$ cat src/tsd_pkg.sv
// shared types, constants and the history hash of the tilemap stream decoder
package tsd_pkg;

    localparam int HIST_DEPTH = 64;
    localparam int HIST_AW    = $clog2(HIST_DEPTH);
    localparam int FIFO_DEPTH = 4;
    localparam int FIFO_AW    = $clog2(FIFO_DEPTH);

    // opcode byte fields
    localparam logic [7:0] OP_LITERAL  = 8'hFF;
    localparam logic [1:0] CLS_FETCH   = 2'b00;
    localparam logic [1:0] CLS_DELTA   = 2'b01;
    localparam logic [1:0] CLS_STEP    = 2'b10;
    localparam logic [1:0] CLS_REPEAT  = 2'b11;
    localparam logic [15:0] DELTA_BIAS = 16'd8;

    // work handed from the front part to the back part
    typedef enum logic [2:0] {
        CMD_CLEAR,
        CMD_LITERAL,
        CMD_FETCH,
        CMD_DELTA,
        CMD_INC,
        CMD_DEC,
        CMD_REPEAT
    } cmd_kind_t;

    typedef struct packed {
        cmd_kind_t   kind;
        logic [15:0] data;        // literal value, or the opcode byte in the low bits
        logic [5:0]  cnt;         // entries to emit minus one
        logic        stream_end;  // last entry of this command closes the stream
    } cmd_t;

    // history slot: entry[9:0] + 3*flip + 5*palette, modulo the history depth
    function automatic logic [HIST_AW-1:0] hist_slot(input logic [15:0] e);
        logic [HIST_AW-1:0] s;
        s = e[HIST_AW-1:0]
          + HIST_AW'(e[11:10])
          + HIST_AW'({e[11:10], 1'b0})
          + HIST_AW'(e[15:12])
          + HIST_AW'({e[15:12], 2'b00});
        return s;
    endfunction

endpackage

$ cat src/tsd_front.sv
// front part: header parsing, opcode classification and length bookkeeping
module tsd_front (
    input  logic         clk,
    input  logic         rst_n,
    input  logic         byte_valid,
    output logic         byte_ready,
    input  logic [7:0]   byte_data,
    output logic         push,
    output tsd_pkg::cmd_t cmd,
    input  logic         full
);
    import tsd_pkg::*;

    typedef enum logic [2:0] {
        PH_HDR0,
        PH_HDR1,
        PH_HDR2,
        PH_HDR3,
        PH_OP,
        PH_LITLO,
        PH_LITHI
    } phase_t;

    phase_t      phase_reg, phase_next;
    logic [22:0] left_reg, left_next;
    logic [15:0] len_lo_reg, len_lo_next;
    logic [7:0]  lit_lo_reg, lit_lo_next;

    logic        accept;
    logic [23:0] length;
    logic [6:0]  want;
    logic [6:0]  take;
    logic [6:0]  take_m1;
    logic [22:0] left_after;

    assign byte_ready = !full;
    assign accept     = byte_valid && !full;
    assign length     = {byte_data, len_lo_reg};

    // entries this opcode asks for, cut at the remaining length
    always_comb
    begin
        case (byte_data[7:6])
            CLS_STEP:   want = {2'b00, byte_data[4:0]} + 7'd1;
            CLS_REPEAT: want = {1'b0, byte_data[5:0]} + 7'd1;
            default:    want = 7'd1;
        endcase
        if (phase_reg == PH_LITHI)
            want = 7'd1;
        take       = (left_reg < {16'b0, want}) ? left_reg[6:0] : want;
        take_m1    = take - 7'd1;
        left_after = left_reg - {16'b0, take};
    end

    // phase sequencing and command build
    always_comb
    begin
        phase_next      = phase_reg;
        left_next       = left_reg;
        len_lo_next     = len_lo_reg;
        lit_lo_next     = lit_lo_reg;
        push            = 1'b0;
        cmd.kind        = CMD_CLEAR;
        cmd.data        = {8'b0, byte_data};
        cmd.cnt         = take_m1[5:0];
        cmd.stream_end  = (left_after == 23'd0);
        if (accept)
        begin
            case (phase_reg)
                PH_HDR0:
                    phase_next = PH_HDR1;
                PH_HDR1:
                begin
                    len_lo_next[7:0] = byte_data;
                    phase_next       = PH_HDR2;
                end
                PH_HDR2:
                begin
                    len_lo_next[15:8] = byte_data;
                    phase_next        = PH_HDR3;
                end
                PH_HDR3:
                begin
                    left_next  = length[23:1];
                    push       = 1'b1;
                    cmd.kind   = CMD_CLEAR;
                    phase_next = (length[23:1] == 23'd0) ? PH_HDR0 : PH_OP;
                end
                PH_OP:
                begin
                    if (byte_data == OP_LITERAL)
                    begin
                        phase_next = PH_LITLO;
                    end
                    else
                    begin
                        push      = 1'b1;
                        left_next = left_after;
                        case (byte_data[7:6])
                            CLS_FETCH: cmd.kind = CMD_FETCH;
                            CLS_DELTA: cmd.kind = CMD_DELTA;
                            CLS_STEP:  cmd.kind = byte_data[5] ? CMD_DEC : CMD_INC;
                            default:   cmd.kind = CMD_REPEAT;
                        endcase
                        phase_next = (left_after == 23'd0) ? PH_HDR0 : PH_OP;
                    end
                end
                PH_LITLO:
                begin
                    lit_lo_next = byte_data;
                    phase_next  = PH_LITHI;
                end
                PH_LITHI:
                begin
                    push       = 1'b1;
                    left_next  = left_after;
                    cmd.kind   = CMD_LITERAL;
                    cmd.data   = {byte_data, lit_lo_reg};
                    phase_next = (left_after == 23'd0) ? PH_HDR0 : PH_OP;
                end
                default:
                    phase_next = PH_HDR1;
            endcase
        end
    end

    // state registers
    always_ff @(posedge clk or negedge rst_n)
    begin
        if (!rst_n)
        begin
            phase_reg  <= PH_HDR0;
            left_reg   <= '0;
            len_lo_reg <= '0;
            lit_lo_reg <= '0;
        end
        else
        begin
            phase_reg  <= phase_next;
            left_reg   <= left_next;
            len_lo_reg <= len_lo_next;
            lit_lo_reg <= lit_lo_next;
        end
    end

endmodule

$ cat src/tsd_cmd_fifo.sv
// short command queue between the front and back parts
module tsd_cmd_fifo (
    input  logic          clk,
    input  logic          rst_n,
    input  logic          push,
    input  tsd_pkg::cmd_t push_cmd,
    output logic          full,
    input  logic          pop,
    output tsd_pkg::cmd_t head_cmd,
    output logic          empty
);
    import tsd_pkg::*;

    cmd_t               store_reg [FIFO_DEPTH];
    logic [FIFO_AW-1:0] wr_ptr_reg, wr_ptr_next;
    logic [FIFO_AW-1:0] rd_ptr_reg, rd_ptr_next;
    logic [FIFO_AW:0]   count_reg, count_next;
    logic               do_push, do_pop;

    assign full     = (count_reg == (FIFO_AW+1)'(FIFO_DEPTH));
    assign empty    = (count_reg == '0);
    assign do_push  = push && !full;
    assign do_pop   = pop && !empty;
    assign head_cmd = store_reg[rd_ptr_reg];

    // pointer and fill count update
    always_comb
    begin
        wr_ptr_next = do_push ? wr_ptr_reg + 1'b1 : wr_ptr_reg;
        rd_ptr_next = do_pop ? rd_ptr_reg + 1'b1 : rd_ptr_reg;
        count_next  = count_reg;
        if (do_push && !do_pop)
            count_next = count_reg + 1'b1;
        else if (do_pop && !do_push)
            count_next = count_reg - 1'b1;
    end

    // control registers
    always_ff @(posedge clk or negedge rst_n)
    begin
        if (!rst_n)
        begin
            wr_ptr_reg <= '0;
            rd_ptr_reg <= '0;
            count_reg  <= '0;
        end
        else
        begin
            wr_ptr_reg <= wr_ptr_next;
            rd_ptr_reg <= rd_ptr_next;
            count_reg  <= count_next;
        end
    end

    // storage
    always_ff @(posedge clk)
    begin
        if (do_push)
            store_reg[wr_ptr_reg] <= push_cmd;
    end

endmodule

$ cat src/tsd_back.sv
// back part: entry generation, history store and output register
module tsd_back (
    input  logic          clk,
    input  logic          rst_n,
    input  tsd_pkg::cmd_t head_cmd,
    input  logic          empty,
    output logic          pop,
    output logic          out_valid,
    input  logic          out_ready,
    output logic [15:0]   out_entry,
    output logic          out_last,
    output logic          out_end
);
    import tsd_pkg::*;

    typedef enum logic [1:0] {
        ST_IDLE,
        ST_RUN,
        ST_FETCH
    } state_t;

    state_t                state_reg, state_next;
    cmd_t                  cmd_reg, cmd_next;
    logic [5:0]            cnt_reg, cnt_next;
    logic [15:0]           prev_reg, prev_next;
    logic [HIST_DEPTH-1:0] hv_reg, hv_next;
    logic                  rd_hv_reg, rd_hv_next;
    logic                  out_valid_reg, out_valid_next;
    logic [15:0]           out_entry_reg, out_entry_next;
    logic                  out_last_reg, out_last_next;
    logic                  out_end_reg, out_end_next;

    logic [15:0]           hist_mem [HIST_DEPTH];
    logic [15:0]           rd_data_reg;
    logic                  rd_en;
    logic [HIST_AW-1:0]    rd_addr;
    logic                  wr_en;
    logic [HIST_AW-1:0]    wr_addr;
    logic [15:0]           wr_data;

    logic                  slot_free;
    logic [15:0]           gen_entry;
    logic [15:0]           fetch_entry;

    assign out_valid = out_valid_reg;
    assign out_entry = out_entry_reg;
    assign out_last  = out_last_reg;
    assign out_end   = out_end_reg;

    assign slot_free   = !out_valid_reg || out_ready;
    assign rd_addr     = head_cmd.data[HIST_AW-1:0];
    assign fetch_entry = rd_hv_reg ? rd_data_reg : 16'd0;
    assign wr_addr     = hist_slot(gen_entry);
    assign wr_data     = gen_entry;

    // next entry of the running command
    always_comb
    begin
        case (cmd_reg.kind)
            CMD_LITERAL: gen_entry = cmd_reg.data;
            CMD_DELTA:   gen_entry = (prev_reg + {12'b0, cmd_reg.data[3:0]} - DELTA_BIAS)
                                   ^ {4'b0, cmd_reg.data[5:4], 10'b0};
            CMD_INC:     gen_entry = prev_reg + 16'd1;
            CMD_DEC:     gen_entry = prev_reg - 16'd1;
            default:     gen_entry = prev_reg;
        endcase
    end

    // sequencer
    always_comb
    begin
        state_next     = state_reg;
        cmd_next       = cmd_reg;
        cnt_next       = cnt_reg;
        prev_next      = prev_reg;
        hv_next        = hv_reg;
        rd_hv_next     = rd_hv_reg;
        out_valid_next = out_valid_reg && !out_ready;
        out_entry_next = out_entry_reg;
        out_last_next  = out_last_reg;
        out_end_next   = out_end_reg;
        pop            = 1'b0;
        rd_en          = 1'b0;
        wr_en          = 1'b0;
        case (state_reg)
            ST_IDLE:
            begin
                if (!empty)
                begin
                    pop      = 1'b1;
                    cmd_next = head_cmd;
                    cnt_next = head_cmd.cnt;
                    case (head_cmd.kind)
                        CMD_CLEAR:
                        begin
                            hv_next   = '0;
                            prev_next = '0;
                        end
                        CMD_FETCH:
                        begin
                            rd_en      = 1'b1;
                            rd_hv_next = hv_reg[rd_addr];
                            state_next = ST_FETCH;
                        end
                        default:
                            state_next = ST_RUN;
                    endcase
                end
            end
            ST_RUN:
            begin
                if (slot_free)
                begin
                    out_valid_next = 1'b1;
                    out_entry_next = gen_entry;
                    out_last_next  = (cnt_reg == 6'd0);
                    out_end_next   = (cnt_reg == 6'd0) && cmd_reg.stream_end;
                    prev_next      = gen_entry;
                    if (cmd_reg.kind != CMD_REPEAT)
                    begin
                        wr_en            = 1'b1;
                        hv_next[wr_addr] = 1'b1;
                    end
                    cnt_next = cnt_reg - 6'd1;
                    if (cnt_reg == 6'd0)
                        state_next = ST_IDLE;
                end
            end
            ST_FETCH:
            begin
                if (slot_free)
                begin
                    out_valid_next = 1'b1;
                    out_entry_next = fetch_entry;
                    out_last_next  = 1'b1;
                    out_end_next   = cmd_reg.stream_end;
                    prev_next      = fetch_entry;
                    state_next     = ST_IDLE;
                end
            end
            default:
                state_next = ST_IDLE;
        endcase
    end

    // state and registered outputs
    always_ff @(posedge clk or negedge rst_n)
    begin
        if (!rst_n)
        begin
            state_reg     <= ST_IDLE;
            cmd_reg       <= '0;
            cnt_reg       <= '0;
            prev_reg      <= '0;
            hv_reg        <= '0;
            rd_hv_reg     <= 1'b0;
            out_valid_reg <= 1'b0;
            out_entry_reg <= '0;
            out_last_reg  <= 1'b0;
            out_end_reg   <= 1'b0;
        end
        else
        begin
            state_reg     <= state_next;
            cmd_reg       <= cmd_next;
            cnt_reg       <= cnt_next;
            prev_reg      <= prev_next;
            hv_reg        <= hv_next;
            rd_hv_reg     <= rd_hv_next;
            out_valid_reg <= out_valid_next;
            out_entry_reg <= out_entry_next;
            out_last_reg  <= out_last_next;
            out_end_reg   <= out_end_next;
        end
    end

    // history memory, one write and one registered read port
    always_ff @(posedge clk)
    begin
        if (wr_en)
            hist_mem[wr_addr] <= wr_data;
        if (rd_en)
            rd_data_reg <= hist_mem[rd_addr];
    end

endmodule

$ cat src/tilemap_stream_decoder_unit.sv
// top level of the tilemap stream decoder
//
//  channel | dir | handshake         | payload
//  --------+-----+-------------------+----------------------------------------------
//  s_axis  | in  | s_tvalid/s_tready | s_tdata: data_byte
//  m_axis  | out | m_tvalid/m_tready | m_tdata: tile_entry, m_tlast: run_end,
//          |     |                   | m_tuser: stream_end
//
// header and literal-low bytes are consumed in the front part. a single-entry
// opcode passes the back part as a queue pop, then an emit; a run is emitted at
// one entry per cycle while the output register is free. a four-deep command queue
// lets input run ahead; s_tready drops while it is full. reset is asynchronous;
// history valid bits clear at once on reset and on the clear command of header
// byte 3, so no clearing pass is needed. m_tready low holds the output register.
module tilemap_stream_decoder_unit (
    input  logic        clk,
    input  logic        rst_n,
    input  logic        s_tvalid,
    output logic        s_tready,
    input  logic [7:0]  s_tdata,   // [7:0] data_byte
    output logic        m_tvalid,
    input  logic        m_tready,
    output logic [15:0] m_tdata,   // [15:0] tile_entry
    output logic        m_tlast,   // run_end
    output logic        m_tuser    // [0] stream_end
);
    import tsd_pkg::*;

    logic push;
    logic pop;
    logic full;
    logic empty;
    cmd_t push_cmd;
    cmd_t head_cmd;

    // byte parsing
    tsd_front u_front (
        .clk        (clk),
        .rst_n      (rst_n),
        .byte_valid (s_tvalid),
        .byte_ready (s_tready),
        .byte_data  (s_tdata),
        .push       (push),
        .cmd        (push_cmd),
        .full       (full)
    );

    // command queue
    tsd_cmd_fifo u_fifo (
        .clk      (clk),
        .rst_n    (rst_n),
        .push     (push),
        .push_cmd (push_cmd),
        .full     (full),
        .pop      (pop),
        .head_cmd (head_cmd),
        .empty    (empty)
    );

    // entry generation
    tsd_back u_back (
        .clk       (clk),
        .rst_n     (rst_n),
        .head_cmd  (head_cmd),
        .empty     (empty),
        .pop       (pop),
        .out_valid (m_tvalid),
        .out_ready (m_tready),
        .out_entry (m_tdata),
        .out_last  (m_tlast),
        .out_end   (m_tuser)
    );

endmodule

$ cat config.mk
export PLATFORM = sky130hd
export DESIGN_NAME = tilemap_stream_decoder_unit
export DESIGN_NICKNAME = d
export VERILOG_FILES = /design/src/tsd_pkg.sv /design/src/tsd_front.sv /design/src/tsd_cmd_fifo.sv /design/src/tsd_back.sv /design/src/tilemap_stream_decoder_unit.sv
export SDC_FILE = /design/constraint.sdc
export NUM_CORES = 2
export LEC_CHECK = 0
export BUFFER_PORTS_ARGS = -buffer_cell sky130_fd_sc_hd__buf_2
export CORE_UTILIZATION = 55
export CTS_CLUSTER_SIZE = 40
export DETAILED_ROUTE_END_ITERATION = 16
export PLACE_DENSITY = 0.71
export SLEW_MARGIN = 15
export SYNTH_ARGS = -nofsm -noshare
export SYNTH_HDL_FRONTEND = slang
export SYNTH_SLANG_ARGS = --single-unit
$ cat constraint.sdc
create_clock -name clk -period 11.39 [get_ports clk]
set_clock_uncertainty 0.15 [all_clocks]
set_input_delay 1.7085 -clock clk [delete_from_list [all_inputs] [get_ports clk]]
set_output_delay 1.7085 -clock clk [all_outputs]
set_load 0.1 [all_outputs]
==> impl_metrics.env <==
export IMPL_worst_pin_slew_ps=1176
export IMPL_grt_max_degree=115
export IMPL_reg2regPathDepth=24
export IMPL_hold_path_class="reg2reg"
export IMPL_worstPathArrival_ps=8490
export IMPL_ant_nets=0
export IMPL_hp_start="u_back.hv_reg[59]"
export IMPL_drv_cap=0
export IMPL_synth_fp_nets=3521
export IMPL_syn_to_final_growth_pct=11.49
export IMPL_rows=117
export IMPL_die_x_microns=324.6
export IMPL_holdPathStages=1
export IMPL_syn_area_per_cell_sq_um=16.64
export IMPL_route_met2_wl_microns=69100
export IMPL_r2r_start="u_back.cmd_reg[23]"
export IMPL_fin_crit_ps=8274
export IMPL_status="completed"
export IMPL_rsz0062_at_grt="no"
export IMPL_synthCells=3439
export IMPL_first_global_vias=32520
export IMPL_syn_cell_area_sq_mm=0.05723
export IMPL_clockBufferDepth=3
export IMPL_cts_buffers=134
export IMPL_end_kind="flop"
export IMPL_r2r_slack_ps=3120
export IMPL_wl_met1_microns=54180
export IMPL_cts_htree_levels=4
export IMPL_ios=32
export IMPL_final_util_pct=62.27
export IMPL_die_h_microns=324.6
export IMPL_startpoint_type="flop"
export IMPL_yosysUniqueCellTypes=88
export IMPL_synth_flop_cell="edfxtp_1"
export IMPL_r2r_end="u_back.hist_mem[50][2]"
export IMPL_dp_hpwl_microns=84670
export IMPL_final_hold_violation_count=0
export IMPL_grt_use_total_pct=26.54
export IMPL_grt_pass1_wl_microns=208100
export IMPL_synth_edf_count=1144
export IMPL_slew_headroom_pct=21.58
export IMPL_period_share_pct=72.64
export IMPL_ys_seq_elements=1328
export IMPL_routed_via_density=6.424
export IMPL_cts_sinks=1328
export IMPL_yosys_top_cells_count="edfxtp_1, mux4_2, nand2_1"
export IMPL_synth_area_leaders="edfxtp_1, mux4_2, dfrtp_1"
export IMPL_synth_top_area_cell="edfxtp_1"
export IMPL_hold_worst_slack_ps=323.4
export IMPL_synth_async_sr_flop_share_pct=13.86
export IMPL_cts_hold_buf=0
export IMPL_cts_tree="yes"
export IMPL_clk_pin_slew_ps=60
export IMPL_tns_ps=0
export IMPL_route_met3_wl_microns=9465
export IMPL_antenna_found_initial=2
export IMPL_wl_per_cell_microns=27.81
export IMPL_place_congestion=0.9919
export IMPL_report_final_slew_viol_count=0
export IMPL_criticalPathCategory="reg2reg"
export IMPL_cts_setup_buffers=0
export IMPL_seq_area_frac_synth_pct=68.07
export IMPL_synth_top_area_share_pct=60.03
export IMPL_crit_fanout=33
export IMPL_drt_iter0_drc=3619
export IMPL_crit_start="u_back.cmd_reg[23]"
export IMPL_cts_root_buf="clkbuf_16"
export IMPL_insertion_delay_ps=750
export IMPL_largest_reg_flops=1024
export IMPL_stdcell_area_sq_mm=0.06381
export IMPL_nets=3596
export IMPL_top_layer="met5"
export IMPL_overflow=0
export IMPL_via_count=32060
export IMPL_final_fill_count=7161
export IMPL_synth_most_common_cell="edfxtp_1"
export IMPL_ys_warn_count=0
export IMPL_drtPass1Iterations=6
export IMPL_die_area_sq_mm=0.1053
export IMPL_post_cts_resized=0
export IMPL_max_freq_ghz=0.1209
export IMPL_layout_drive_gt1_share_pct=21.23
export IMPL_port_buffers=31
export IMPL_start_util_pct=55.85
export IMPL_min_to="u_back.hv_reg[59]"
export IMPL_core_sq_mm=0.1025
export IMPL_totalWireLength_microns=138800
export IMPL_critPathRequiredTime_ps=11610
export IMPL_place_area_sq_mm=0.05937
export IMPL_drcViolationCount=0
export IMPL_setup_violations=0
## critical path, cell delays in order, from the launching register on
cell and delay (ps):
dfrtp_1 620, clkinv_1 360, nor2_1 170, buf_4 250, ha_1 310, a21o_1 200, a21oi_1 260, o211ai_1 170
a41oi_1 350, nand2b_1 180, a21oi_1 90, mux2i_1 160, o211ai_1 110, a21oi_1 530, inv_2 400, ha_1 400
ha_1 310, ha_1 350, a21oi_1 100, xnor2_1 400, xor2_2 150, buf_4 400, xnor2_4 160, buf_4 380
and3_1 870
## metrics by stage
| stage | std cells | setup WS (ps) |
|---|---|---|
| 2_1_floorplan | 3439 | 1094 |
| 3_3_place_gp | 4746 | 3258 |
| 3_5_place_dp | 4746 | 3194 |
| 4_1_cts | 4990 | 3169 |
| 5_1_grt | 4991 | 2626 |
| 6_report | 4991 | 3116 |
## worst max path at each step
| stage | end | slack [ps] | depth (start not counted) |
|---|---|---|---|
| finish | u_back.hist_mem[50][2] | 3120 | 24 |
| floorplan | u_back.hist_mem[1][0] | 1090 | 23 |
| CTS | u_back.hist_mem[50][12] | 3170 | 23 |
| global route | u_back.hist_mem[50][12] | 2630 | 24 |
| global placement | u_back.hist_mem[0][4] | 3260 | 25 |
| detailed placement | u_back.hist_mem[50][2] | 3190 | 23 |
## area by class of cell
class / instances / area, sq um / share of cell area [%]
tap: 1368 / 1712 / 2.683
multi-input combinational: 1841 / 17410 / 27.29
antenna: 1 / 2.502 / 0.003922
clock buffer: 167 / 3611 / 5.659
clock inverter: 77 / 812.0 / 1.273
sequential: 1328 / 38960 / 61.06
inverter: 67 / 251.5 / 0.3941
timing repair buffer: 142 / 1047 / 1.641
## per-layer routing
layer | vias up | GRT usage (%)
li1 | 13760 | -
met4 | 2 | 11.68
met5 | - | 0
met1 | 16650 | 35.35
met3 | 263 | 4.360
met2 | 1390 | 43.46
## cell usage in the layout, fill, tap and decap left out, types with 12 or more instances in the layout
cell type / instances
dfrtp_1: 183
clkbuf_1: 23
clkinv_1: 25
nand2_1: 220
mux4_2: 294
mux2i_1: 142
buf_2: 30
clkinv_2: 23
clkbuf_16: 137
xnor2_1: 36
nor2_1: 164
nor2b_1: 75
a21o_1: 74
edfxtp_1: 1144
nor3_2: 25
xor2_1: 16
a22oi_1: 45
a21oi_1: 134
nor3_1: 32
inv_1: 58
and2_1: 17
nand3_1: 30
a211oi_1: 129
ha_1: 59
o21ai_0: 87
mux2_2: 51
buf_4: 107
and3_1: 12
## logic make-up after synthesis
| logic type | after synthesis | share of synthesized area, % |
|---|---|---|
| compound gates | 579 | 6.764 |
| xor+xnor | 59 | 0.9926 |
| mux | 492 | 15.24 |
| simple gates | 640 | 5.216 |
| buf+inv | 270 | 2.022 |
| fa+ha+maj | 71 | 1.692 |
| flops | 1328 | 68.07 |
Power is not shown: default switching activity piles up to over one toggle a cycle in this logic, so the estimate is an artifact.
